**config.mk**
```make
export PLATFORM = sky130hd
export DESIGN_NAME = ipx_out_fifo
export DESIGN_NICKNAME = d
export VERILOG_FILES = /design/src/rtl/ipx_pkg.sv /design/src/rtl/ipx_out_fifo.sv
export SDC_FILE = /design/constraint.sdc
export NUM_CORES = 1
export LEC_CHECK = 0
export ABC_AREA = 1
export BUFFER_PORTS_ARGS = -buffer_cell sky130_fd_sc_hd__buf_2
export CAP_MARGIN = 0
export CORE_MARGIN = 4
export CORE_UTILIZATION = 30
export CTS_CLUSTER_DIAMETER = 120
export CTS_CLUSTER_SIZE = 20
export DETAILED_ROUTE_END_ITERATION = 8
export GPL_ROUTABILITY_DRIVEN = 0
export PLACE_DENSITY = 0.53
export RECOVER_POWER = 100
export SYNTH_ARGS = -nofsm -noshare
export SYNTH_HDL_FRONTEND = slang
export SYNTH_SLANG_ARGS = --single-unit
```
**constraint.sdc**
```tcl
create_clock -name aclk -period 2.28 [get_ports aclk]
set_input_delay 0.228 -clock aclk [delete_from_list [all_inputs] [get_ports aclk]]
set_output_delay 0.228 -clock aclk [all_outputs]
set_load 0.01 [all_outputs]
```
**src/rtl/ipx_pkg.sv**
```systemverilog
`timescale 1ns / 1ps
// ----------------------------------------------------------------------------
// ipx_pkg
// Shared types, codes and built-in default palettes of the indexed pixel
// palette expander.
// ----------------------------------------------------------------------------
package ipx_pkg;

    typedef enum logic [1:0] {
        OP_RESTORE = 2'd0,
        OP_LOAD    = 2'd1,
        OP_PIXEL   = 2'd2,
        OP_UNUSED  = 2'd3
    } op_t;

    typedef enum logic [1:0] {
        DEPTH_1BIT = 2'd0,
        DEPTH_2BIT = 2'd1,
        DEPTH_4BIT = 2'd2,
        DEPTH_8BIT = 2'd3
    } depth_t;

    typedef enum logic {
        CFG_DEPTH_CODE  = 1'b0,
        CFG_MASK_ENABLE = 1'b1
    } cfg_index_t;

    localparam logic [7:0] ALPHA_OPAQUE      = 8'hff;
    localparam logic [7:0] ALPHA_TRANSPARENT = 8'h00;

    // One pixel lookup request leaving the sequencer.
    typedef struct packed {
        logic [7:0] idx;
        logic       alpha_on;
        logic       last;
    } pixel_req_t;

    // Palette entry write.
    typedef struct packed {
        logic        en;
        logic [7:0]  idx;
        logic [23:0] color;
    } load_req_t;

    // One expanded pixel.
    typedef struct packed {
        logic [7:0] red;
        logic [7:0] green;
        logic [7:0] blue;
        logic [7:0] alpha;
        logic       last;
    } rgba_t;

    localparam logic [23:0] DEF_PAL8 [256] = '{
        24'hffffff,24'hfffecb,24'hfffe9a,24'hfffe66, 24'hfffe33,24'hfefe00,24'hffcbfe,24'hffcbcb,
        24'hffcc9a,24'hffcc66,24'hffcc33,24'hfecb00, 24'hff9afe,24'hff9acc,24'hff9a9a,24'hff9966,
        24'hff9933,24'hfe9800,24'hff66fe,24'hff66cc, 24'hff6699,24'hff6666,24'hff6633,24'hfe6500,
        24'hff33fe,24'hff33cc,24'hff3399,24'hff3366, 24'hff3333,24'hfe3200,24'hfe00fe,24'hfe00cb,
        24'hfe0098,24'hfe0065,24'hfe0032,24'hfe0000, 24'hcbffff,24'hcbffcb,24'hccff9a,24'hccff66,
        24'hccff33,24'hcbfe00,24'hcbcbff,24'hcccccc, 24'hcccc99,24'hcccc66,24'hcbcb32,24'hcdcd00,
        24'hcc9aff,24'hcc99cc,24'hcc9999,24'hcc9966, 24'hcb9832,24'hcd9a00,24'hcc66ff,24'hcc66cc,
        24'hcc6699,24'hcc6666,24'hcb6532,24'hcd6600, 24'hcc33ff,24'hcb32cb,24'hcb3298,24'hcb3265,
        24'hcb3232,24'hcd3300,24'hcb00fe,24'hcd00cd, 24'hcd009a,24'hcd0066,24'hcd0033,24'hcd0000,
        24'h9affff,24'h9affcc,24'h9aff9a,24'h99ff66, 24'h99ff33,24'h99fe00,24'h9accff,24'h99cccc,
        24'h009865,24'h99cc66,24'h99cb32,24'h9acd00, 24'h9a9aff,24'h9999cc,24'h999999,24'h989865,
        24'h9a9a33,24'h989800,24'h9966ff,24'h9966cc, 24'h986598,24'h986565,24'h9a6633,24'h986500,
        24'h9933ff,24'h9832cb,24'h9a339a,24'h9a3366, 24'h9a3333,24'h983200,24'h9800fe,24'h9a00cd,
        24'h980098,24'h980065,24'h980032,24'h980000, 24'h66ffff,24'h66ffcc,24'h66ff99,24'h66ff66,
        24'h66ff33,24'h66fe00,24'h66ccff,24'h66cccc, 24'h66cc99,24'h66cc66,24'h66cb32,24'h66cd00,
        24'h6699ff,24'h6699cc,24'h659898,24'h659865, 24'h669a33,24'h659800,24'h6666ff,24'h6666cc,
        24'h656598,24'h666666,24'h656532,24'h666600, 24'h6633ff,24'h6532cb,24'h66339a,24'h653265,
        24'h653232,24'h663300,24'h6500fe,24'h6600cd, 24'h650098,24'h660066,24'h660033,24'h660000,
        24'h33ffff,24'h33ffcc,24'h33ff99,24'h33ff66, 24'h33ff33,24'h33fe00,24'h33ccff,24'h32cbcb,
        24'h32cb98,24'h32cb65,24'h33cb32,24'h33cd00, 24'h3399ff,24'h3299cb,24'h339a9a,24'h339a66,
        24'h339a33,24'h329800,24'h3366ff,24'h3266cb, 24'h33669a,24'h326565,24'h326532,24'h336600,
        24'h3333ff,24'h3233cb,24'h33339a,24'h323265, 24'h333333,24'h333300,24'h3200fe,24'h3300cd,
        24'h320098,24'h330066,24'h330033,24'h330000, 24'h00fefe,24'h00fecb,24'h00fe98,24'h00fe65,
        24'h00fe32,24'h00fe00,24'h00cbfe,24'h00cdcd, 24'h00cd9a,24'h00cd66,24'h00cd33,24'h00cd00,
        24'h0098fe,24'h009acd,24'h009898,24'h009865, 24'h009832,24'h009800,24'h0066fe,24'h0066cd,
        24'h006598,24'h006666,24'h006633,24'h006600, 24'h0033fe,24'h0033cd,24'h003298,24'h003366,
        24'h003333,24'h003300,24'h0000fe,24'h0000cd, 24'h000098,24'h000066,24'h000033,24'hef0000,
        24'hdc0000,24'hba0000,24'hab0000,24'h890000, 24'h770000,24'h550000,24'h440000,24'h220000,
        24'h110000,24'h00ef00,24'h00dc00,24'h00ba00, 24'h00ab00,24'h008900,24'h007700,24'h005500,
        24'h004400,24'h002200,24'h001100,24'h0000ef, 24'h0000dc,24'h0000ba,24'h0000ab,24'h000089,
        24'h000077,24'h000055,24'h000044,24'h000022, 24'h000011,24'heeeeee,24'hdddddd,24'hbbbbbb,
        24'haaaaaa,24'h888888,24'h777777,24'h555555, 24'h444444,24'h222222,24'h111111,24'h000000
    };

    localparam logic [23:0] DEF_PAL4 [16] = '{
        24'hffffff,24'hffff00,24'hffa07a,24'hff0000, 24'hff1493,24'h8a2be2,24'h000080,24'h6495ed,
        24'h228b22,24'h006400,24'h8b4513,24'hd2b48c, 24'hd3d3d3,24'hbebebe,24'h696969,24'h000000
    };

    localparam logic [23:0] DEF_PAL2 [4] = '{24'hffffff, 24'hffff00, 24'h00ffff, 24'h000000};

    localparam logic [23:0] DEF_PAL1 [2] = '{24'hffffff, 24'h000000};

    // Built-in colour of an index at the given depth.
    function automatic logic [23:0] default_color(input depth_t depth, input logic [7:0] idx);
        logic [23:0] c;
        unique case (depth)
            DEPTH_1BIT: c = DEF_PAL1[idx[0]];
            DEPTH_2BIT: c = DEF_PAL2[idx[1:0]];
            DEPTH_4BIT: c = DEF_PAL4[idx[3:0]];
            default:    c = DEF_PAL8[idx];
        endcase
        return c;
    endfunction

    // Keeps only the index bits that exist at the given depth.
    function automatic logic [7:0] mask_index(input depth_t depth, input logic [7:0] idx);
        logic [7:0] m;
        unique case (depth)
            DEPTH_1BIT: m = {7'd0, idx[0]};
            DEPTH_2BIT: m = {6'd0, idx[1:0]};
            DEPTH_4BIT: m = {4'd0, idx[3:0]};
            default:    m = idx;
        endcase
        return m;
    endfunction

endpackage

```
**src/rtl/ipx_out_fifo.sv**
```systemverilog
`timescale 1ns / 1ps
// ----------------------------------------------------------------------------
// ipx_out_fifo
// Two-entry result queue that decouples the lookup pipeline from the output.
// ----------------------------------------------------------------------------
module ipx_out_fifo
    import ipx_pkg::*;
(
    input  logic  aclk,
    input  logic  aresetn,
    input  logic  push,
    input  rgba_t push_data,
    input  logic  pop,
    output logic  not_empty,
    output rgba_t head
);

    rgba_t      entry_reg [2];
    logic       wr_ptr_reg, wr_ptr_next;
    logic       rd_ptr_reg, rd_ptr_next;
    logic [1:0] count_reg,  count_next;

    assign not_empty = (count_reg != 2'd0);
    assign head      = entry_reg[rd_ptr_reg];

    always_comb begin
        wr_ptr_next = push ? !wr_ptr_reg : wr_ptr_reg;
        rd_ptr_next = pop  ? !rd_ptr_reg : rd_ptr_reg;
        count_next  = count_reg + {1'b0, push} - {1'b0, pop};
    end

    always_ff @(posedge aclk) begin
        if (!aresetn) begin
            wr_ptr_reg <= 1'b0;
            rd_ptr_reg <= 1'b0;
            count_reg  <= 2'd0;
        end else begin
            wr_ptr_reg <= wr_ptr_next;
            rd_ptr_reg <= rd_ptr_next;
            count_reg  <= count_next;
        end
    end

    always_ff @(posedge aclk) begin
        if (push) begin
            entry_reg[wr_ptr_reg] <= push_data;
        end
    end

endmodule

```
* Yosys cells after proc, flatten, opt, wreduce, memory -nomap -nowiden
Memories as Yosys holds them, arrays and structs flattened. A register that Yosys moved wholly into a read port is not among the register bits.
Cells that the tools add are included.
** Storage, ports and cells
- Input bits :: 37
- Memories kept :: 1
- Bits in read-only memories :: 0
- Output and inout bits :: 34
- Bits in registers :: 4
- Bits in latches :: 0
- Logic and storage cells :: 13
- RAM bits :: 66
** Operators by class
- Add/subtract/negate cells :: 2
- Multiplexer cells :: 4
- Div/mod/pow operators :: 0
- Shifts and indexed selects :: 0
- $mul :: 0
- Reduce and logical (&&, ||, !) cells :: 3
- Bitwise logic cells :: 0
- Order comparisons :: 0
- Eq/ne operators :: 0
** Memories
- entry_reg :: words 2, bits a word 33, rd ports 1, clocked after Yosys merged registers in 1, wr ports 1, line ipx_out_fifo.sv:18 : rgba_t entry_reg [2];
** Operator list (count)
- $mux W1 :: 4
- $add A2 B1 Y2 :: 1
- $logic_not A1 Y1 :: 2
- $reduce_bool A2 Y1 :: 1
- $sub A2 B1 Y2 :: 1

* Logic depth before layout (Yosys ltp)
Gate-level depths: netlist of run 1.
- Word-level depth :: 3
- Depth in mapped cells :: 9
- Depth with buffers taken out :: 9

* Least setup slack after synthesis of run 1
OpenSTA, ideal clock, no wires.
- Kind :: flip-flop to flip-flop
- From :: register wr_ptr_reg
- To :: memory entry_reg[0][0] (netlist name), enable pin
- Required time :: 1.856 ns
- Path slack :: 0.138 ns
- Buffers on the path :: 0
- Period minus slack after synthesis :: 2.142 ns
- Arrival :: 1.718 ns
- Setup time :: 0.424 ns
- Stages on the path, launching flop included :: 2
- Path through :: dfxtp_1 nor2_1
** RTL lines
- start, declared :: line ipx_out_fifo.sv:19 : logic wr_ptr_reg, wr_ptr_next;
- start signal, assigned :: line ipx_out_fifo.sv:38 : wr_ptr_reg <= wr_ptr_next;
- end, declared :: line ipx_out_fifo.sv:18
Straight into the memory's write port.

==> results of run 1 <==
-- cell type report --
type / instances / area (um^2) / area share
sequential: 71 / 2080 / 0.621
multi-input combinational: 53 / 489 / 0.146
timing repair buffer: 75 / 359 / 0.107
clock inverter: 7 / 135 / 0.0403
tap: 108 / 135 / 0.0403
clock buffer: 9 / 124 / 0.0370
inverter: 7 / 26.3 / 0.00784
-- how the worst max path moves through the flow --
| stage | start | endpoint | cells after the start |
|---|---|---|---|
| 6_report | flop | head[13] | 3 |
| 5_1_grt | wr_ptr_reg | entry_reg[1][26] | 3 |
| 3_3_place_gp | flop | head[14] | 3 |
| 3_5_place_dp | flop | head[16] | 3 |
| 4_1_cts | flop | head[18] | 3 |
| 2_1_floorplan | wr_ptr_reg | entry_reg[0][0] | 1 |
-- where the power goes --
part           internal [mW]  switching (mW)
logic                  0.115           0.148
clock network          0.830           0.442
registers               1.50          0.0210
total                   2.45           0.611
-- layer usage --
metal,GRT usage,routed length (um),vias up
li1,-,-,668
met1,0.0980,2090,659
met2,0.153,2390,47
met3,0.0478,380,2
met4,0.0399,48,0
met5,0,0,-
-- kinds of logic (layout without fill, tap and decap cells) --
group / after synthesis / after routing / share of synthesized area
muxes: 33 / 33 / 0.176
and+or+nand+nor: 17 / 17 / 0.0236
AOI/OAI and AO/OA: 1 / 1 / 0.00181
buffers and inverters: 11 / 98 / 0.0354
DFF: 71 / 71 / 0.755
adders and majority gates: 2 / 2 / 0.00907
-- stage by stage --
step	setup slack (ns)	instance area [um^2]	util	hold WS, ns
after floorplan	0.138	2760	-	0.321
after global placement	0.862	3230	0.365	0.416
after detailed placement	0.847	3230	0.365	0.420
after CTS	0.471	3490	0.395	0.0547
after global routing	0.287	3350	0.379	0.0489
final	0.410	3350	0.379	0.0773
-- cell usage after synthesis --
cell type,n,area (um^2)
sky130_fd_sc_hd__inv_1,7,26.3
sky130_fd_sc_hd__dfxtp_1,5,100
sky130_fd_sc_hd__mux2_4,30,450
sky130_fd_sc_hd__edfxtp_1,66,1980
sky130_fd_sc_hd__ha_1,2,25.0
sky130_fd_sc_hd__buf_6,1,11.3
sky130_fd_sc_hd__nand2_1,9,33.8
sky130_fd_sc_hd__mux2_2,3,33.8
sky130_fd_sc_hd__a21oi_1,1,5.00
sky130_fd_sc_hd__buf_12,3,60.1
sky130_fd_sc_hd__nand3_1,1,5.00
sky130_fd_sc_hd__nor2_1,7,26.3
-- critical path, cell delays in order, from the launching register on --
cell and delay (ns):
sky130_fd_sc_hd__dfxtp_1 0.55, sky130_fd_sc_hd__buf_12 0.25, sky130_fd_sc_hd__mux2_1 0.35, sky130_fd_sc_hd__buf_2 0.15
==> impl_results.rst, run 1 <==
.. list-table::
   :header-rows: 1

   * - Metric
     - Value
   * - Post-route clock skew
     - about 0.0070 ns
   * - Required time reported for the critical path endpoint
     - roughly 2 ns
   * - Area inside the core boundary
     - between 0.008 and 0.009 mm^2
   * - Detailed-route via count
     - about 1400
   * - Postcts setup bufs
     - 0
   * - Pin count of the biggest net entering global routing
     - 28
   * - Die area
     - ~0.011 mm^2
   * - Reg2reg end
     - entry_reg[1][29]
   * - Status
     - finished, final reports clean
   * - Hold_buf cts
     - 0
   * - Vias per std cell
     - between 4 and 5
   * - Count of max-cap constraint violations
     - 0
   * - Site Rows
     - 34
   * - Filler cell count in the final layout
     - 900
   * - Achievable clock frequency
     - between 500 and 600 MHz
   * - Clock period minus worst slack
     - between 1.5 and 2 ns
   * - Number of buffer cells added on primary ports
     - 70
   * - Worst min-delay path class
     - input port to flop
   * - Later-pin clock latency in the skew report
     - 0.33 ns
   * - Routed wire per std cell
     - about 15 um
   * - Initial antenna violation count
     - 0
   * - Antenna cells
     - 0
   * - Max-Slew Margin vs Limit
     - 0.220
   * - First DRT Iteration DRCs
     - 34
   * - Total detailed-routing wirelength
     - around 4900 um
   * - Slew at the pin with the worst max-slew slack
     - around 1.2 ns
   * - Type of the worst setup path
     - flop to output pin
   * - Via count of the first global-routing pass
     - 1520
   * - Initial Util
     - 0.312
   * - Leakage
     - 1.26 nW
   * - GR Util All Layers
     - 0.0920
   * - Width of the die
     - approximately 100 um
   * - Distinct cell type count of the synthesized netlist
     - 12
   * - Cell area after synthesis
     - roughly 0.0028 mm^2
   * - IO Count
     - 71
   * - Ratio of total power to cell area
     - 913 mW/mm^2
   * - Number of sinks driven by the clock tree
     - 71
   * - Number of storage elements in the synthesis netlist
     - 71
   * - Critical path capture point type
     - output pin
   * - Vertical die dimension
     - around 100 um
   * - Reg2Reg Depth
     - 3
   * - Final standard cell count with taps included and fillers excluded
     - 330
   * - Cell Count Post-Placement
     - 314
   * - DRC viols
     - 0
   * - Maximum net fanout on the critical path
     - 27
   * - Wire length of the first global-routing pass
     - about 7400 um
   * - Final Hold Violating Endpoints
     - 0
   * - Clock slew at reported path FFs
     - 0.07 ns
   * - Hpwl dp
     - 3350 um
   * - Hold path cells
     - 1
   * - Syn_nets
     - ~170
   * - Number of nets with antenna violations after routing
     - 0
   * - Flip-flop count of the largest register after layout
     - 66
   * - TritonCTS clock tree
     - built
   * - Endpoint of the worst hold path
     - entry_reg[0][25]
   * - Slack of the worst reg-to-reg path
     - between 0.4 and 0.5 ns
   * - Net count of the finished layout
     - between 200 and 300
   * - Share of layout cells above drive strength 1
     - 0.324
   * - Launch instance of the worst register-to-register path
     - wr_ptr_reg
   * - Seq/Total Area, Yosys
     - 0.755
   * - VDD IR-drop max
     - approximately 320 uV
   * - Total power after layout
     - 3.06 mW
   * - Cell chosen for the clock root
     - sky130_fd_sc_hd__clkbuf_8
   * - Period utilization
     - 0.820
   * - Htree depth
     - 3
   * - Number of max-slew violations in the final report
     - 0
   * - P&R area growth vs syn
     - 21.5%
   * - Most common cell after layout, fill and taps aside
     - sky130_fd_sc_hd__edfxtp_1
   * - Synthesized instance count
     - between 100 and 150
   * - Min-delay src
     - push_data[25]
   * - Endpoint arrival time on the critical path
     - around 1.6 ns
   * - Yosys warning count
     - 0
   * - Avg Cell Area, Syn
     - 20.4 um^2
   * - Overflow left after global routing
     - 0
   * - Critical path launch point type
     - flop
   * - Clock Tree Buf Depth
     - 2
   * - RSZ-0062 raised after global routing
     - false
   * - Count of endpoints failing setup in the final report
     - 0
   * - Gates resized, CTS repair
     - 0
   * - Commonest cells after routing, fill and taps aside
     - sky130_fd_sc_hd__edfxtp_1 (66), sky130_fd_sc_hd__buf_2 (49), sky130_fd_sc_hd__mux2_1 (26), sky130_fd_sc_hd__clkbuf_1 (25)
   * - Fin Setup TNS
     - 0 ns
   * - 1st-pass router iterations
     - 4
   * - Total clock buffers created by CTS
     - 9
No activity file was read; power rests on OpenSTA's default activity.
==> run 2, diff against run 1 <==
--- a/config.mk
+++ b/config.mk
@@ -5,7 +5,7 @@
 export SDC_FILE = /design/constraint.sdc
 export NUM_CORES = 1
 export LEC_CHECK = 0
-export ABC_AREA = 1
+export ABC_AREA = 0
 export BUFFER_PORTS_ARGS = -buffer_cell sky130_fd_sc_hd__buf_2
 export CAP_MARGIN = 0
 export CORE_MARGIN = 4
@@ -14,7 +14,7 @@
 export CTS_CLUSTER_SIZE = 20
 export DETAILED_ROUTE_END_ITERATION = 8
 export GPL_ROUTABILITY_DRIVEN = 0
-export PLACE_DENSITY = 0.53
+export PLACE_DENSITY = 0.51
 export RECOVER_POWER = 100
 export SYNTH_ARGS = -nofsm -noshare
 export SYNTH_HDL_FRONTEND = slang
==> constraint.sdc (replaced) <==
create_clock -name aclk -period 1.9 [get_ports aclk]
set_input_delay 0.19 -clock aclk [delete_from_list [all_inputs] [get_ports aclk]]
set_output_delay 0.19 -clock aclk [all_outputs]
set_load 0.01 [all_outputs]
==> impl_results.rst, run 2 <==
.. list-table::
   :header-rows: 1

   * - Metric
     - Value
   * - Status
     - finished, final reports clean
   * - Later-pin clock latency in the skew report
     - 0.33 ns (about the same)
   * - Seq/Total Area, Yosys
     - 0.755 (unchanged)
   * - Period utilization
     - 0.907
   * - GR Util All Layers
     - 0.0891 (-0.00297)
   * - Wire length of the first global-routing pass
     - 7270 um (-2.3%)
   * - Avg Cell Area, Syn
     - 22.4 um^2 (+9.8%)
   * - Final standard cell count with taps included and fillers excluded
     - 317 (-3.9%)
   * - Most numerous cell types in the synthesized netlist
     - sky130_fd_sc_hd__edfxtp_1 (66), sky130_fd_sc_hd__mux2_4 (30), sky130_fd_sc_hd__dfxtp_1 (5)
   * - Detailed-route via count
     - 1320 (-4.1%)
   * - Number of buffer cells added on primary ports
     - 70 (unchanged)
   * - Most common flop cell mapped by yosys
     - sky130_fd_sc_hd__edfxtp_1
   * - Area share of the leading cell type in the synthesized netlist
     - 0.718 (unchanged)
   * - Asr flop ratio synth
     - 0 (unchanged)
   * - Synthesized instance count
     - 123 (-8.9%)
   * - Cell chosen for the clock root
     - sky130_fd_sc_hd__clkbuf_8
   * - Hpwl dp
     - 3240 um (-3.2%)
   * - Cell Count Post-Placement
     - 301 (-4.1%)
   * - Count of max-cap constraint violations
     - 0 (unchanged)
   * - Most common cell after layout, fill and taps aside
     - sky130_fd_sc_hd__edfxtp_1
   * - Number of nets with antenna violations after routing
     - 0 (unchanged)
   * - VDD IR-drop max
     - 586 uV (+85%)
   * - Clock slew at reported path FFs
     - 0.08 ns (about the same)
   * - First DRT Iteration DRCs
     - 25 (-26%)
   * - Clock Tree Buf Depth
     - 2 (unchanged)
   * - TritonCTS clock tree
     - built
   * - Share of layout cells above drive strength 1
     - 0.349 (+0.0250)
   * - Largest area contributor in the netlist
     - sky130_fd_sc_hd__edfxtp_1
   * - Die area
     - 0.0108 mm^2 (unchanged)
   * - Critical path launch point type
     - flop
   * - Width of the die
     - 104 um (unchanged)
   * - Worst min-delay path class
     - input port to flop
   * - Ratio of total power to cell area
     - 1040 mW/mm^2 (+14%)
   * - Routed wire per std cell
     - 14.9 um (+0.34%)
   * - Cell area after synthesis
     - 0.00276 mm^2 (unchanged)
   * - Postcts setup bufs
     - 0 (unchanged)
   * - Count of endpoints failing setup in the final report
     - 0 (unchanged)
   * - Vias per std cell
     - 4.16 (-0.14%)
   * - Number of sinks driven by the clock tree
     - 71 (unchanged)
   * - P&R area growth vs syn
     - 19.6%
   * - Distinct cell type count of the synthesized netlist
     - 14 (+2)
   * - Net count of the finished layout
     - 243 (-5.1%)
   * - Flip-flop count of the largest register after layout
     - 66 (unchanged)
   * - Type of the worst setup path
     - flop to output pin
   * - Vertical die dimension
     - 104 um (unchanged)
   * - Post-route clock skew
     - 0.00805 ns (+0.00101 ns)
   * - Ranking of synthesized cells by area
     - sky130_fd_sc_hd__edfxtp_1 (72%), sky130_fd_sc_hd__mux2_4 (16%), sky130_fd_sc_hd__dfxtp_1 (3.6%)
   * - Htree depth
     - 3 (unchanged)
   * - Syn_nets
     - 162 (-6.9%)
   * - Via count of the first global-routing pass
     - 1417 (-6.8%)
   * - Gates resized, CTS repair
     - 0 (unchanged)
   * - Overflow left after global routing
     - 0 (unchanged)
   * - Hold_buf cts
     - 0 (unchanged)
   * - Area inside the core boundary
     - 0.00885 mm^2 (unchanged)
   * - IO Count
     - 71 (unchanged)
   * - Pin count of the biggest net entering global routing
     - 24 (-14%)
   * - Slew at the pin with the worst max-slew slack
     - 0.860 ns (-0.310 ns)
   * - Commonest cells after routing, fill and taps aside
     - sky130_fd_sc_hd__edfxtp_1 (66), sky130_fd_sc_hd__buf_2 (47), sky130_fd_sc_hd__mux2_1 (28), sky130_fd_sc_hd__clkbuf_1 (23), sky130_fd_sc_hd__clkbuf_8 (9)
   * - Fin Setup TNS
     - 0 ns (unchanged)
   * - Clock period minus worst slack
     - roughly 1.7 ns
   * - DRC viols
     - 0 (unchanged)
   * - Total clock buffers created by CTS
     - 9 (unchanged)
   * - Yosys warning count
     - 0 (unchanged)
   * - Critical path capture point type
     - output pin
   * - Site Rows
     - 34 (unchanged)
   * - Required time reported for the critical path endpoint
     - 1.71 ns (-0.34 ns)
   * - Antenna cells
     - 0 (unchanged)
   * - Number of synthesized flops with an enable pin
     - 66 (unchanged)
   * - Number of storage elements in the synthesis netlist
     - 71 (unchanged)
   * - Achievable clock frequency
     - between 500 and 600 MHz
   * - Slack of the worst reg-to-reg path
     - 0.24 ns (-0.24 ns)
   * - Maximum net fanout on the critical path
     - 20 (-26%)
   * - RSZ-0062 raised after global routing
     - false
   * - Number of max-slew violations in the final report
     - 0 (unchanged)
   * - Most instantiated library cell after synthesis
     - sky130_fd_sc_hd__edfxtp_1
   * - Initial antenna violation count
     - 0 (unchanged)
   * - Final Hold Violating Endpoints
     - 0 (unchanged)
   * - Total detailed-routing wirelength
     - 4730 um (-3.6%)
   * - Total power after layout
     - 3.44 mW (+12%)
   * - Leakage
     - 1.20 nW (-4.4%)
   * - Max-Slew Margin vs Limit
     - 0.426 (+0.206)
   * - 1st-pass router iterations
     - 4 (unchanged)
   * - Initial Util
     - 0.312 (unchanged)
   * - Endpoint arrival time on the critical path
     - 1.53 ns (-0.11 ns)
run 2: cell count changes after synthesis, moves of 3 or more:
cell | before | now
sky130_fd_sc_hd__and2_1 | 0 | 4
sky130_fd_sc_hd__inv_1 | 7 | 2
sky130_fd_sc_hd__nand2_1 | 9 | 0
sky130_fd_sc_hd__nor2_1 | 7 | 0
sky130_fd_sc_hd__nor2b_1 | 0 | 3
run 2: path summary, 6_finish.rpt:
kind | cells after the start | from | end
worst max-delay path | 3 | flop | head[2]
worst min-delay path | 1 | push_data[15] | entry_reg[1][15]
worst max register to register | 2 | wr_ptr_reg | entry_reg[1][24]
worst min register to register | 2 | rd_ptr_reg | rd_ptr_reg
run 2: cell type report:
cell class / instances / area, um^2
well taps: 108 / 135
inverters: 2 / 7.51
clock buffers: 9 / 124
fillers: 893 / 5550
clock inverters: 7 / 87.6
flip-flops and latches: 71 / 2080
multi-input cells: 46 / 500
repair buffers: 74 / 362
run 2: per-layer routing:
metal,global-route usage,wire length [um]
met4,0.0228,31
met5,0,0
met2,0.143,2190
met1,0.0958,2020
met3,0.0621,485
run 2: metrics by stage:
stage	utilization	setup WS, ns	cell area, um^2	hold WS, ns
2_1_floorplan	-	0.285	2760	0.289
3_5_place_dp	0.366	0.540	3240	0.381
4_1_cts	0.390	0.164	3450	0.0220
5_1_grt	0.373	0.0864	3300	0.0167
3_3_place_gp	0.366	0.554	3240	0.378
6_report	0.373	0.177	3300	0.0443
run 2: worst max-delay path, stage by stage, from the launching register on:
cell,delay (ns)
sky130_fd_sc_hd__dfxtp_2,0.33
sky130_fd_sc_hd__clkbuf_4,0.31
sky130_fd_sc_hd__mux2_1,0.40
sky130_fd_sc_hd__buf_2,0.15
run 2: cell families (layout without fill, tap and decap cells):
logic type,Yosys count,count (layout),synth area share
compound gates,1,1,0.00272
xor+xnor,2,2,0.0113
fa+ha+maj,2,2,0.00907
buf+inv,6,92,0.0286
flops,71,71,0.755
mux,33,33,0.176
simple gates,8,8,0.0181
run 2: where the power goes:
group | internal (mW) | switching (mW) | leakage, nW
clock | 0.727 | 0.521 | 0.100
combinational | 0.171 | 0.193 | 0.440
sequential | 1.81 | 0.0211 | 0.661
total | 2.70 | 0.735 | 1.20
