## config.mk

```make
export PLATFORM = sky130hd
export DESIGN_NAME = ipx_seq
export DESIGN_NICKNAME = d
export VERILOG_FILES = /design/src/rtl/ipx_pkg.sv /design/src/rtl/ipx_seq.sv
export SDC_FILE = /design/constraint.sdc
export NUM_CORES = 1
export LEC_CHECK = 0
export ABC_AREA = 1
export BUFFER_PORTS_ARGS = -buffer_cell sky130_fd_sc_hd__buf_4
export CAP_MARGIN = 30
export CORE_ASPECT_RATIO = 1.2
export CORE_MARGIN = 1.5
export CORE_UTILIZATION = 56
export CTS_CLUSTER_SIZE = 14
export DETAILED_ROUTE_END_ITERATION = 10
export PLACE_DENSITY = 0.9
export REMOVE_ABC_BUFFERS = 1
export SYNTH_ARGS = -nofsm -noshare
export SYNTH_HDL_FRONTEND = slang
export SYNTH_SLANG_ARGS = --single-unit
```

## constraint.sdc

```tcl
create_clock -name aclk -period 4.9 [get_ports aclk]
set_clock_uncertainty 0.15 [all_clocks]
set_input_delay 0.49 -clock aclk [delete_from_list [all_inputs] [get_ports aclk]]
set_output_delay 0.49 -clock aclk [all_outputs]
set_load 0.1 [all_outputs]
```

## src/rtl/ipx_pkg.sv

```systemverilog
`timescale 1ns / 1ps
// ----------------------------------------------------------------------------
// ipx_pkg
// Shared types, codes and built-in default palettes of the indexed pixel
// palette expander.
// ----------------------------------------------------------------------------
package ipx_pkg;

    typedef enum logic [1:0] {
        OP_RESTORE = 2'd0,
        OP_LOAD    = 2'd1,
        OP_PIXEL   = 2'd2,
        OP_UNUSED  = 2'd3
    } op_t;

    typedef enum logic [1:0] {
        DEPTH_1BIT = 2'd0,
        DEPTH_2BIT = 2'd1,
        DEPTH_4BIT = 2'd2,
        DEPTH_8BIT = 2'd3
    } depth_t;

    typedef enum logic {
        CFG_DEPTH_CODE  = 1'b0,
        CFG_MASK_ENABLE = 1'b1
    } cfg_index_t;

    localparam logic [7:0] ALPHA_OPAQUE      = 8'hff;
    localparam logic [7:0] ALPHA_TRANSPARENT = 8'h00;

    // One pixel lookup request leaving the sequencer.
    typedef struct packed {
        logic [7:0] idx;
        logic       alpha_on;
        logic       last;
    } pixel_req_t;

    // Palette entry write.
    typedef struct packed {
        logic        en;
        logic [7:0]  idx;
        logic [23:0] color;
    } load_req_t;

    // One expanded pixel.
    typedef struct packed {
        logic [7:0] red;
        logic [7:0] green;
        logic [7:0] blue;
        logic [7:0] alpha;
        logic       last;
    } rgba_t;

    localparam logic [23:0] DEF_PAL8 [256] = '{
        24'hffffff,24'hfffecb,24'hfffe9a,24'hfffe66, 24'hfffe33,24'hfefe00,24'hffcbfe,24'hffcbcb,
        24'hffcc9a,24'hffcc66,24'hffcc33,24'hfecb00, 24'hff9afe,24'hff9acc,24'hff9a9a,24'hff9966,
        24'hff9933,24'hfe9800,24'hff66fe,24'hff66cc, 24'hff6699,24'hff6666,24'hff6633,24'hfe6500,
        24'hff33fe,24'hff33cc,24'hff3399,24'hff3366, 24'hff3333,24'hfe3200,24'hfe00fe,24'hfe00cb,
        24'hfe0098,24'hfe0065,24'hfe0032,24'hfe0000, 24'hcbffff,24'hcbffcb,24'hccff9a,24'hccff66,
        24'hccff33,24'hcbfe00,24'hcbcbff,24'hcccccc, 24'hcccc99,24'hcccc66,24'hcbcb32,24'hcdcd00,
        24'hcc9aff,24'hcc99cc,24'hcc9999,24'hcc9966, 24'hcb9832,24'hcd9a00,24'hcc66ff,24'hcc66cc,
        24'hcc6699,24'hcc6666,24'hcb6532,24'hcd6600, 24'hcc33ff,24'hcb32cb,24'hcb3298,24'hcb3265,
        24'hcb3232,24'hcd3300,24'hcb00fe,24'hcd00cd, 24'hcd009a,24'hcd0066,24'hcd0033,24'hcd0000,
        24'h9affff,24'h9affcc,24'h9aff9a,24'h99ff66, 24'h99ff33,24'h99fe00,24'h9accff,24'h99cccc,
        24'h009865,24'h99cc66,24'h99cb32,24'h9acd00, 24'h9a9aff,24'h9999cc,24'h999999,24'h989865,
        24'h9a9a33,24'h989800,24'h9966ff,24'h9966cc, 24'h986598,24'h986565,24'h9a6633,24'h986500,
        24'h9933ff,24'h9832cb,24'h9a339a,24'h9a3366, 24'h9a3333,24'h983200,24'h9800fe,24'h9a00cd,
        24'h980098,24'h980065,24'h980032,24'h980000, 24'h66ffff,24'h66ffcc,24'h66ff99,24'h66ff66,
        24'h66ff33,24'h66fe00,24'h66ccff,24'h66cccc, 24'h66cc99,24'h66cc66,24'h66cb32,24'h66cd00,
        24'h6699ff,24'h6699cc,24'h659898,24'h659865, 24'h669a33,24'h659800,24'h6666ff,24'h6666cc,
        24'h656598,24'h666666,24'h656532,24'h666600, 24'h6633ff,24'h6532cb,24'h66339a,24'h653265,
        24'h653232,24'h663300,24'h6500fe,24'h6600cd, 24'h650098,24'h660066,24'h660033,24'h660000,
        24'h33ffff,24'h33ffcc,24'h33ff99,24'h33ff66, 24'h33ff33,24'h33fe00,24'h33ccff,24'h32cbcb,
        24'h32cb98,24'h32cb65,24'h33cb32,24'h33cd00, 24'h3399ff,24'h3299cb,24'h339a9a,24'h339a66,
        24'h339a33,24'h329800,24'h3366ff,24'h3266cb, 24'h33669a,24'h326565,24'h326532,24'h336600,
        24'h3333ff,24'h3233cb,24'h33339a,24'h323265, 24'h333333,24'h333300,24'h3200fe,24'h3300cd,
        24'h320098,24'h330066,24'h330033,24'h330000, 24'h00fefe,24'h00fecb,24'h00fe98,24'h00fe65,
        24'h00fe32,24'h00fe00,24'h00cbfe,24'h00cdcd, 24'h00cd9a,24'h00cd66,24'h00cd33,24'h00cd00,
        24'h0098fe,24'h009acd,24'h009898,24'h009865, 24'h009832,24'h009800,24'h0066fe,24'h0066cd,
        24'h006598,24'h006666,24'h006633,24'h006600, 24'h0033fe,24'h0033cd,24'h003298,24'h003366,
        24'h003333,24'h003300,24'h0000fe,24'h0000cd, 24'h000098,24'h000066,24'h000033,24'hef0000,
        24'hdc0000,24'hba0000,24'hab0000,24'h890000, 24'h770000,24'h550000,24'h440000,24'h220000,
        24'h110000,24'h00ef00,24'h00dc00,24'h00ba00, 24'h00ab00,24'h008900,24'h007700,24'h005500,
        24'h004400,24'h002200,24'h001100,24'h0000ef, 24'h0000dc,24'h0000ba,24'h0000ab,24'h000089,
        24'h000077,24'h000055,24'h000044,24'h000022, 24'h000011,24'heeeeee,24'hdddddd,24'hbbbbbb,
        24'haaaaaa,24'h888888,24'h777777,24'h555555, 24'h444444,24'h222222,24'h111111,24'h000000
    };

    localparam logic [23:0] DEF_PAL4 [16] = '{
        24'hffffff,24'hffff00,24'hffa07a,24'hff0000, 24'hff1493,24'h8a2be2,24'h000080,24'h6495ed,
        24'h228b22,24'h006400,24'h8b4513,24'hd2b48c, 24'hd3d3d3,24'hbebebe,24'h696969,24'h000000
    };

    localparam logic [23:0] DEF_PAL2 [4] = '{24'hffffff, 24'hffff00, 24'h00ffff, 24'h000000};

    localparam logic [23:0] DEF_PAL1 [2] = '{24'hffffff, 24'h000000};

    // Built-in colour of an index at the given depth.
    function automatic logic [23:0] default_color(input depth_t depth, input logic [7:0] idx);
        logic [23:0] c;
        unique case (depth)
            DEPTH_1BIT: c = DEF_PAL1[idx[0]];
            DEPTH_2BIT: c = DEF_PAL2[idx[1:0]];
            DEPTH_4BIT: c = DEF_PAL4[idx[3:0]];
            default:    c = DEF_PAL8[idx];
        endcase
        return c;
    endfunction

    // Keeps only the index bits that exist at the given depth.
    function automatic logic [7:0] mask_index(input depth_t depth, input logic [7:0] idx);
        logic [7:0] m;
        unique case (depth)
            DEPTH_1BIT: m = {7'd0, idx[0]};
            DEPTH_2BIT: m = {6'd0, idx[1:0]};
            DEPTH_4BIT: m = {4'd0, idx[3:0]};
            default:    m = idx;
        endcase
        return m;
    endfunction

endpackage

```

## src/rtl/ipx_seq.sv

```systemverilog
`timescale 1ns / 1ps
// ----------------------------------------------------------------------------
// ipx_seq
// Pixel sequencer: holds a packed byte, one lookup per cycle while can_issue.
// ----------------------------------------------------------------------------
module ipx_seq
    import ipx_pkg::*;
(
    input  logic       aclk,
    input  logic       aresetn,
    input  logic       start,
    input  logic [7:0] pixel_byte,
    input  logic [7:0] mask_bits,
    input  logic [3:0] pixel_count,
    input  depth_t     depth,
    input  logic       mask_enable,
    input  logic       can_issue,
    output logic       accept_ok,
    output logic       issue_valid,
    output pixel_req_t issue_req
);

    logic       busy_reg,  busy_next;
    logic [7:0] byte_reg,  byte_next;
    logic [7:0] mask_reg,  mask_next;
    logic [3:0] count_reg, count_next;

    logic       fire;
    logic       is_last;
    logic [3:0] cap;
    logic [3:0] eff_count;
    logic [7:0] cur_idx;
    logic [7:0] shifted_byte;

    always_comb begin
        unique case (depth)
            DEPTH_1BIT: begin
                cap          = 4'd8;
                cur_idx      = {7'd0, byte_reg[7]};
                shifted_byte = {byte_reg[6:0], 1'b0};
            end
            DEPTH_2BIT: begin
                cap          = 4'd4;
                cur_idx      = {6'd0, byte_reg[7:6]};
                shifted_byte = {byte_reg[5:0], 2'b00};
            end
            DEPTH_4BIT: begin
                cap          = 4'd2;
                cur_idx      = {4'd0, byte_reg[7:4]};
                shifted_byte = {byte_reg[3:0], 4'h0};
            end
            default: begin
                cap          = 4'd1;
                cur_idx      = byte_reg;
                shifted_byte = 8'd0;
            end
        endcase
    end

    assign eff_count = (pixel_count > cap) ? cap : pixel_count;
    assign fire      = busy_reg && can_issue;
    assign is_last   = (count_reg == 4'd1);
    assign accept_ok = !busy_reg || (fire && is_last);

    assign issue_valid        = fire;
    assign issue_req.idx      = cur_idx;
    assign issue_req.alpha_on = !mask_enable || mask_reg[7];
    assign issue_req.last     = is_last;

    always_comb begin
        busy_next  = busy_reg;
        byte_next  = byte_reg;
        mask_next  = mask_reg;
        count_next = count_reg;
        if (start && (eff_count != 4'd0)) begin
            busy_next  = 1'b1;
            byte_next  = pixel_byte;
            mask_next  = mask_bits;
            count_next = eff_count;
        end else if (fire) begin
            busy_next  = !is_last;
            byte_next  = shifted_byte;
            mask_next  = {mask_reg[6:0], 1'b0};
            count_next = count_reg - 4'd1;
        end
    end

    always_ff @(posedge aclk) begin
        if (!aresetn) begin
            busy_reg  <= 1'b0;
            count_reg <= 4'd0;
        end else begin
            busy_reg  <= busy_next;
            count_reg <= count_next;
        end
    end

    always_ff @(posedge aclk) begin
        byte_reg <= byte_next;
        mask_reg <= mask_next;
    end

endmodule

```

# Word-level counts from Yosys, hierarchy flattened
# Index checks and enable logic that the tools add are counted.
# totals
register_bits	21
input_bits	27
output_inout_bits	12
elab_cells	32
# op_classes
addsub	1
magnitude_cmp	1
n_eq_ne	3
mux	12
n_reduce_logical	11
# ops
operator	n
$pmux W8 S3	2
$mux W8	4
$mux W4	3
$pmux W4 S3	1
$eq A4 B1 Y1 const B	1
$gt A4 B4 Y1	1
$reduce_bool A4 Y1	1
$sub A4 B1 Y4 const B	1
$logic_and A1 B1 Y1	3
$logic_not A1 Y1	3
$eq A2 B1 Y1 const B	1
$eq A2 B2 Y1 const B	1
$logic_not A2 Y1	1
$logic_or A1 B1 Y1	2
$mux W1	2
$reduce_bool A2 Y1	1

# Logic depth before layout (Yosys ltp)
# Gate-level depths: netlist of the first run.
# depth
ltp_word	7
depth_mapped	17
mapped_depth_nobuf	17

# Worst setup path before layout of the first run
# OpenSTA, ideal clock, no wires.
# synth_timing
kind	input -> output
from	input port can_issue
to	output port accept_ok
t_arrival_ps	2830
required_time_ps	4260
setup_slack_ps	1430
stages	2
cell_sequence	nand2_1 > o21ai_0
# synth_via
elab_chain_cells	3
# synth_rtl
item	line	rtl
from (decl)	ipx_seq.sv:17	input logic can_issue,
$logic_and A1 B1 Y1	ipx_seq.sv:61	assign fire = busy_reg && can_issue;
$logic_and A1 B1 Y1	ipx_seq.sv:63	assign accept_ok = !busy_reg || (fire && is_last);
$logic_or A1 B1 Y1	ipx_seq.sv:63	
to (decl)	ipx_seq.sv:18	output logic accept_ok,
# No other way between the ends.

# Final worst setup path of the first run
# layout_timing
from	input port depth[0]
to	register mask_reg[4] (enable)
# layout_via
elab_chain_cells	7
elab_cells_between_ends	9
classes_between	order compare (1); eq/ne (2); mux (2); reduce/logical (4)
# layout_rtl
item	line	rtl
from (decl)	ipx_seq.sv:15	input depth_t depth,
$eq A2 B2 Y1 (tied with other cells)	ipx_seq.sv:36	unique case (depth)
$pmux W4 S3 (*)	ipx_seq.sv:36	
$gt A4 B4 Y1	ipx_seq.sv:60	assign eff_count = (pixel_count > cap) ? cap : pixel_count;
$mux W4 (*)	ipx_seq.sv:60	
$reduce_bool A4 Y1 (*)	ipx_seq.sv:75	if (start && (eff_count != 4'd0)) begin
$logic_and A1 B1 Y1 (*)	ipx_seq.sv:75	
$reduce_bool A2 Y1 (no line) (*)	--	
to (signal assigned)	ipx_seq.sv:100	mask_reg <= mask_next;
to (decl)	ipx_seq.sv:25	logic [7:0] mask_reg, mask_next;
# Every way passes the cells marked *; elsewhere a longest branch is shown, timed or not.
# A chain may end at the register's enable or synchronous reset.

==> results of run 1 <==
## power breakdown
group          switching, mW  leakage (nW)  total, mW  internal, mW
Clock                 0.0508        0.0150     0.0826        0.0318
Sequential            0.0116         0.202      0.239         0.227
Combinational          0.168         0.661      0.234        0.0656
## layout by cell type, fill, tap and decap left out, drive strengths merged
master / instances
buf: 38
nor2: 17
o221ai: 2
edfxtp: 16
o22ai: 6
o21ai: 7
dfxtp: 5
clkbuf: 4
inv: 30
a21oi: 11
nand3: 26
ha: 6
a31oi: 2
nand2: 55
## routing by layer
layer / vias up / track usage (%) / share of wire, %
li1: 693 / - / -
met1: 626 / 27.4 / 42
met2: 59 / 43.6 / 51
met3: 6 / 3.35 / 5.4
met4: 0 / 8.57 / 1.6
met5: - / 0 / 0
## logic make-up after synthesis
logic type	after synthesis	synth area share, %
compound gates	28	11.9
fa+ha+maj	6	5.27
buf+inv	36	10.9
flops	21	40.7
simple gates	98	31.2
## worst max-delay path: stages
cell and delay [ns]:
buf_4 0.13, nor2_1 0.32, inv_1 0.17, ha_1 0.33, nand2_1 0.06, inv_2 0.05, nand3_1 0.15, nand2_2 0.15
nand2_1 0.05, nand2_1 0.09, nor2_2 0.06, nand2_4 0.17, nand2_8 0.16, nand2_1 0.53
## worst max-delay path by stage
| stage | startpoint | to | slack [ns] | cells after the start |
|---|---|---|---|---|
| after floorplan | can_issue | accept_ok | 1.43 | 2 |
| after global placement | depth[0] | mask_reg[7] | 1.59 | 14 |
| after detailed placement | depth[0] | byte_reg[5] | 1.46 | 14 |
| after CTS | depth[0] | byte_reg[5] | 1.78 | 14 |
| after global routing | depth[0] | byte_reg[2] | 1.55 | 14 |
| final | depth[0] | mask_reg[4] | 1.78 | 14 |
## through the flow
| stage | instance area [um2] | setup slack (ns) | utilization, % | cells |
|---|---|---|---|---|
| floorplan | 1380 | 1.43 | - | 183 |
| global placement | 1710 | 1.59 | 72.5 | 252 |
| detailed placement | 1710 | 1.46 | 72.5 | 252 |
| CTS | 1730 | 1.78 | 73.6 | 256 |
| global route | 1730 | 1.55 | 73.6 | 256 |
| finish | 1730 | 1.78 | 73.6 | 256 |
## cell type report
| class | count | area share [%] |
|---|---|---|
| tap | 31 | 2.24 |
| inverter | 30 | 6.50 |
| sequential | 21 | 33.5 |
| timing repair buffer | 38 | 16.5 |
| clock buffer | 4 | 1.52 |
| multi-input combinational | 132 | 39.8 |
==> out/metrics.csv, run 1 <==
metric,value,unit
status,"finished, final reports clean",
"Data required, critical path",4.70,ns
Die ar.,0.00286,mm2
RSZ-0062 raised after global routing,false,
crit start category,input port,
clock slew at reported path FFs,0.11,ns
register area share after synthesis,40.7,%
power per cell area,320,mW/mm2
Post-synth ARST share,0,%
Pwr Total,555,uW
initial antenna violation count,0,
synthesis-stage register bit count,21,
Max-cap violations,0,
TritonRoute pass-1 iters,4,
Hold Slack,0.270,ns
die height,58.3,um
relative slew slack,56.4,%
Mapped Cells,189,
class of the most critical setup path,input port to flop,
share of layout cells above drive strength 1,24.9,%
row count,19,
multi-input logic area,689,um2
Core ar.,0.00235,mm2
"count leader, synth",nand2_1,
Synth Cell Area,0.00143,mm2
worst r2r path cells,2,
Fillers,203,
Final Slew Violations,0,
DR DRC count,0,
cts-stage hold buffer count,0,
FMAX,320,MHz
Post-Route Setup TNS,0,ns
leakage,0.878,nW
worst r2r dst,mask_reg[4],
ranking of synthesized cells by area,"edfxtp_1, nand2_1, nand3_1, inv_1, dfxtp_1",
TritonCTS clock tree,yes,
Worst R2R Setup Slack,3.30,ns
# nets final,259,
post-CTS setup buffer count,0,
HP Start,aresetn,
Total Routing Usage GR,23.4,%
worst-path fanout max,28,
Via Count,1384,
ant diodes,0,
initial DRC count,32,
leading cell types by count after synthesis,"nand2_1, inv_1, nand3_1, edfxtp_1, nor2_1",
Clock Sinks,21,
drt via density,5.41,
Most used DFF post-synth,edfxtp_1,
CP Capture Type,flop,
measured slew at the worst slew-check pin,0.653,ns
Hold Crit Class,input port to flop,
final hold violation count,0,
"EDFF count, synth",16,
ANT nets after route,0,
Hold Path Cell Cnt,3,
RR Startpoint,busy_reg,
final period utilization,63.7,%
CTS resizes,0,
io pins,39,
first-pass GRT wire length,5.21,mm
Yosys cell types,23,
Clock Path Buffers,2,
# H-tree levels,1,
worst-skew pair later-pin latency,0.31,ns
Max VDD drop,281,uV
number of global-route vias before repair,1296,
Die Wd,49.1,um
largest net degree at the start of global routing,29,
CTS buffer count,3,
IO Port Bufs,38,
final setup vio count,0,
WP data arrival,2.92,ns
hpwl dp,2.46,mm
storage element area,581,um2
total gr overflow,0,
Hold Path Sink,count_reg[1],
WL final,3.14,mm
Ys Warns,0,
WL per Instance,12.3,um
global placement routability congestion,0.831,
Root Buffer,clkbuf_4,
top-area cell type share of the netlist area,33.7,%
Area growth syn-to-layout,21.6,%
Tmin final,3.12,ns
"Avg Cell Area, Syn",7.54,um2
Yosys top cell by area,edfxtp_1,
Starting Density,60.6,%
Power figures use the tool's default switching activity.
==> run 2, diff against run 1 <==
- CORE_UTILIZATION: 56 -> 52
- PLACE_DENSITY: 0.9 -> 0.84
- clock period: 4.9 -> 3.1 ns (I/O delays scaled with it)
==> run 2 against run 1 <==
  * Critical path depth rose by 3
  * Non-clock buffer count grew 3
  * Setup slack worse by 1.2 ns
  * Die area increased by 7.3%
  * Core utilization fell by 5.3 points
  * Power up 60%
  * Sequential power rose by 57%
  * Final area increased by 1.7%
  * Sequential cell count unchanged
  * Critical path type unchanged
==> out/metrics.csv, run 2 (same netlist as run 1, synthesis figures left out) <==
metric,value,unit,change
"most used cell, CP",nand2_1,,unchanged
Root Buffer,clkbuf_4,,unchanged
die height,60.3,um,was 58.3 um
status,"finished, final reports clean",,unchanged
WL per Instance,11.4,um,was 12.3 um
largest net degree at the start of global routing,29,,unchanged
FMAX,403,MHz,
Total Routing Usage GR,22.0,%,was 23.4%
number of global-route vias before repair,1299,,was 1296
power per cell area,503,mW/mm2,was 320 mW/mm2
multi-input logic area,689,um2,unchanged
relative slew slack,80.3,%,was 56.4%
critical path's slowest cell,ha_1,,was nand2_1
measured slew at the worst slew-check pin,0.295,ns,was 0.653 ns
IO Port Bufs,38,,unchanged
total gr overflow,0,,unchanged
Area growth syn-to-layout,23.6,%,was 21.6%
"most common cell after layout, fill and taps aside",nand2_1,,unchanged
worst-skew pair later-pin latency,0.30,ns,was 0.31 ns
Clock Path Buffers,2,,unchanged
TritonCTS clock tree,yes,,unchanged
Clock Sinks,21,,unchanged
Core ar.,0.00258,mm2,was 0.00235 mm2
Placement Cell Area,0.00173,mm2,was 0.00171 mm2
Starting Density,55.3,%,was 60.6%
Die ar.,0.00306,mm2,was 0.00286 mm2
ant diodes,0,,unchanged
class of the most critical setup path,input port to flop,,unchanged
most frequent cells in the layout,"nand2_1, buf_4, inv_1",,unchanged
fin cells,261,,was 256
Worst R2R Setup Slack,1.76,ns,was 3.30 ns
CTS resizes,0,,unchanged
drt via density,5.02,,was 5.41
CTS buffer count,3,,unchanged
Max-cap violations,0,,unchanged
global placement routability congestion,0.791,,was 0.831
Hold Crit Class,input port to flop,,unchanged
TritonRoute pass-1 iters,4,,unchanged
placed insts,257,,was 252
crit start category,input port,,unchanged
M3 GR Usage,2.71,%,was 3.35%
first-pass GRT wire length,5.22,mm,was 5.21 mm
layer with the highest usage,met2,,unchanged
initial antenna violation count,0,,unchanged
initial DRC count,44,,was 32
CP Capture Type,flop,,unchanged
ANT nets after route,0,,unchanged
Tmin final,2.48,ns,
# H-tree levels,1,,unchanged
Fillers,226,,was 203
row count,20,,was 19
Post-Route Setup TNS,0,ns,unchanged
crit-path max cell delay,0.33,ns,was 0.53 ns
post-CTS setup buffer count,0,,unchanged
final period utilization,80.0,%,
WP data arrival,2.41,ns,was 2.92 ns
Via Count,1311,,was 1384
io pins,39,,unchanged
share of layout cells above drive strength 1,26.3,%,was 24.9%
RSZ-0062 raised after global routing,false,,unchanged
Die Wd,50.8,um,was 49.1 um
GR Layer Usage met1,27.0,%,was 27.4%
clock slew at reported path FFs,0.12,ns,was 0.11 ns
worst-path fanout max,28,,unchanged
# nets final,262,,was 259
Max VDD drop,381,uV,was 281 uV
"Critical Path, Cell by Cell","buf_4, inv_1, nor2_1, inv_1, ha_1, nand2_1, nand2_1, nand2_1, nand2_2, nand2_2, nand2_1, nand2_1, nor2_2, nand2_4, nand2_8, nand2_1, buf_4",,"was buf_4, nor2_1, inv_1, ha_1, nand2_1, inv_2, nand3_1, nand2_2, nand2_1, nand2_1, nor2_2, nand2_4, nand2_8, nand2_1"
"Data required, critical path",3.03,ns,was 4.70 ns
DR DRC count,0,,unchanged
leakage,0.892,nW,was 0.878 nW
cts-stage hold buffer count,0,,unchanged
Final Instance Area,0.00176,mm2,was 0.00173 mm2
final setup vio count,0,,unchanged
Final Slew Violations,0,,unchanged
hpwl dp,2.27,mm,was 2.46 mm
grt met2 use,38.5,%,was 43.6%
final hold violation count,0,,unchanged
storage element area,581,um2,unchanged
WL final,2.99,mm,was 3.14 mm
==> run 2: changes by cell type in the layout (fill, tap and decap cells not counted) <==
cell	before	now
buf_4	38	41
clkinvlp_4	0	1
clkbuf_1	1	0
==> run 2: final timing paths <==
| kind | startpoint | to | cells past startpoint |
|---|---|---|---|
| max | depth[1] | mask_reg[7] | 17 |
| min | aresetn | count_reg[1] | 3 |
| max reg2reg | count_reg[0] | count_reg[2] | 7 |
| min reg2reg | count_reg[3] | count_reg[3] | 2 |
==> run 2: critical path, delay by kind of cell <==
family	cells	cell delay, ns
adders and majority gates	1	0.33
buffers and inverters	4	0.50
and+or+nand+nor	12	1.25
==> run 2: where the power goes <==
| group | total, mW | switching, mW | internal (mW) |
|---|---|---|---|
| Combinational | 0.374 | 0.265 | 0.109 |
| Clock | 0.136 | 0.0872 | 0.0491 |
| Sequential | 0.376 | 0.0176 | 0.359 |
==> run 2: per-layer routing <==
metal  vias to the layer above  part of all wire, %
met5                         -                    0
met4                         0                  1.7
li1                        700                    -
met2                        30                   50
met3                         6                  3.7
met1                       575                   45
==> run 2: layout make-up <==
cell class | instances | share of cell area, %
Clock buffer | 3 | 1.28
Clock inverter | 1 | 0.426
Inverter | 30 | 6.39
Multi-Input combinational cell | 132 | 39.1
Sequential cell | 21 | 33.0
Tap cell | 33 | 2.34
Timing Repair Buffer | 41 | 17.5
==> run 2: stage by stage <==
stage          hold WS, ns  util (%)  setup slack (ns)  total power, mW
2_1_floorplan        0.281         -            -0.207            0.654
3_3_place_gp         0.324      67.2             0.368            0.749
3_5_place_dp         0.339      67.2             0.276            0.756
4_1_cts             0.0907      68.3             0.599            0.889
5_1_grt             0.0924      68.3             0.380            0.940
6_report            0.0900      68.3             0.621            0.886
==> run 3, diff against run 2 <==
- CORE_UTILIZATION: 52 -> 47
- PLACE_DENSITY: 0.84 -> 0.81
- clock period: 3.1 -> 2.09 ns (I/O delays scaled with it)
==> run 3 against run 2 <==
  * Sequential cell count unchanged
  * Combinational power rose by 80%
  * Clock power is 49% higher
  * Final area increased by 16%
  * Sequential share of layout area fell by 4.5 points
  * Setup slack worse by 0.56 ns
  * Highest routed layer unchanged
==> out/metrics.csv, run 3 (same netlist as run 1, synthesis figures left out) <==
metric,value,unit,change
Tmin final,2.02,ns,
drt via density,5.06,,was 5.02
WP buf/inv,4,,unchanged
# nets final,282,,was 262
WP data arrival,2.02,ns,was 2.41 ns
# H-tree levels,1,,unchanged
Area growth syn-to-layout,43.4,%,was 23.6%
Pwr Total,1.44,mW,was 886 uW
number of global-route vias before repair,1261,,was 1299
Clock Path Buffers,2,,unchanged
"Critical Path, Cell by Cell","buf_4, inv_1, nor2_2, inv_2, ha_4, nand2_1, nand2_1, nand2_2, nand2_4, nand2_4, nand2_1, nand2_2, nor2_2, nand2_4, nand2_8, buf_12, nor2_2, a31oi_2",,"was buf_4, inv_1, nor2_1, inv_1, ha_1, nand2_1, nand2_1, nand2_1, nand2_2, nand2_2, nand2_1, nand2_1, nor2_2, nand2_4, nand2_8, nand2_1, buf_4"
Die ar.,0.00337,mm2,was 0.00306 mm2
Placement Cell Area,0.00187,mm2,was 0.00173 mm2
measured slew at the worst slew-check pin,0.336,ns,was 0.295 ns
worst-skew pair later-pin latency,0.30,ns,about the same
Setup WS post-layout,0.0650,ns,was 0.621 ns
first-pass GRT wire length,5.17,mm,was 5.22 mm
final hold violation count,0,,unchanged
ANT nets after route,0,,unchanged
Final Slew Violations,0,,unchanged
WL per Instance,12.3,um,was 11.4 um
status,"finished, final reports clean",,unchanged
share of layout cells above drive strength 1,36.3,%,was 26.3%
Hold Crit Class,input port to flop,,unchanged
critical path's slowest cell,ha_4,,was ha_1
leakage,1.02,nW,was 0.892 nW
initial DRC count,41,,was 44
CP Capture Type,flop,,unchanged
CP startpoint,depth[1],,unchanged
FMAX,494,MHz,
final setup vio count,0,,unchanged
TritonRoute pass-1 iters,4,,unchanged
CTS buffer count,3,,unchanged
"Data required, critical path",2.09,ns,was 3.03 ns
"Core Util, Final",72.0,%,was 68.3%
pre-CTS setup slack,-0.267,ns,was 0.276 ns
crit start category,input port,,unchanged
Clock Sinks,21,,unchanged
final period utilization,96.9,%,
Fillers,231,,was 226
RR Startpoint,count_reg[0],,unchanged
clock slew at reported path FFs,0.12,ns,about the same
Core ar.,0.00284,mm2,was 0.00258 mm2
initial antenna violation count,0,,unchanged
crit-path max cell delay,0.26,ns,was 0.33 ns
total gr overflow,0,,unchanged
HP Start,mask_bits[4],,was aresetn
WL final,3.46,mm,was 2.99 mm
relative slew slack,77.5,%,was 80.3%
fin cells,282,,was 261
largest net degree at the start of global routing,19,,was 29
Hold Slack,0.0446,ns,was 0.0900 ns
most frequent cells in the layout,"buf_4, nand2_1, inv_1, nand3_1, edfxtp_1",,"was nand2_1, buf_4, inv_1"
row count,21,,was 20
Top Family by Delay on Critical Path,simple AND/OR/NAND/NOR gates,,unchanged
die height,63.3,um,was 60.3 um
IO Port Bufs,38,,unchanged
"most common cell after layout, fill and taps aside",buf_4,,was nand2_1
placed insts,273,,was 257
Total Routing Usage GR,19.9,%,was 22.0%
Max-cap violations,0,,unchanged
Starting Density,50.2,%,was 55.3%
Post-Route Setup TNS,0,ns,unchanged
DR DRC count,0,,unchanged
io pins,39,,unchanged
Max VDD drop,764,uV,was 381 uV
Die Wd,53.3,um,was 50.8 um
class of the most critical setup path,input port to flop,,unchanged
worst-path fanout max,9,,was 28
hpwl dp,2.38,mm,was 2.27 mm
power per cell area,703,mW/mm2,was 503 mW/mm2
Root Buffer,clkbuf_4,,unchanged
ant diodes,0,,unchanged
Final Instance Area,0.00204,mm2,was 0.00176 mm2
TritonCTS clock tree,yes,,unchanged
global placement routability congestion,0.705,,was 0.791
Via Count,1427,,was 1311
[run 3: repair_timing]
action                     in CTS  in global routing
hold buffers                    1                  0
setup buffers                   0                  2
hold endpoints to repair        2                  0
setup endpoints to repair       0                 36
gates resized for setup         0                 18
[run 3: final timing paths]
check | slack (ns) | depth (start not counted) | endpoint
max | 0.07 | 18 | byte_reg[2]
max reg2reg | 0.72 | 7 | count_reg[2]
min reg2reg | 0.35 | 2 | count_reg[3]
min | 0.04 | 3 | mask_reg[4]
[run 3: power breakdown]
part / switching, mW / internal, mW
Combinational: 0.430 / 0.245
Sequential: 0.0262 / 0.532
Clock: 0.130 / 0.0728
[run 3: worst min-delay path, cell delays in order]
cell     delay, ns
buf_4         0.07
nand3_1       0.06
nand2_1       0.06
[run 3: layout make-up]
type	count	area [um2]	share of cell area, %
clock buffer	3	22.5	1.10
multi-input combinational	132	746	36.5
clock inverter	1	7.51	0.367
inverter	30	113	5.51
tap	34	42.5	2.08
timing repair buffer	61	532	26.0
sequential	21	581	28.4
[run 3: metal layers]
metal / share of wire (%) / GRT usage [%]
met4: 0.98 / 7.69
met3: 2.9 / 0
met2: 52 / 35.0
met5: 0 / 0
met1: 45 / 25.1
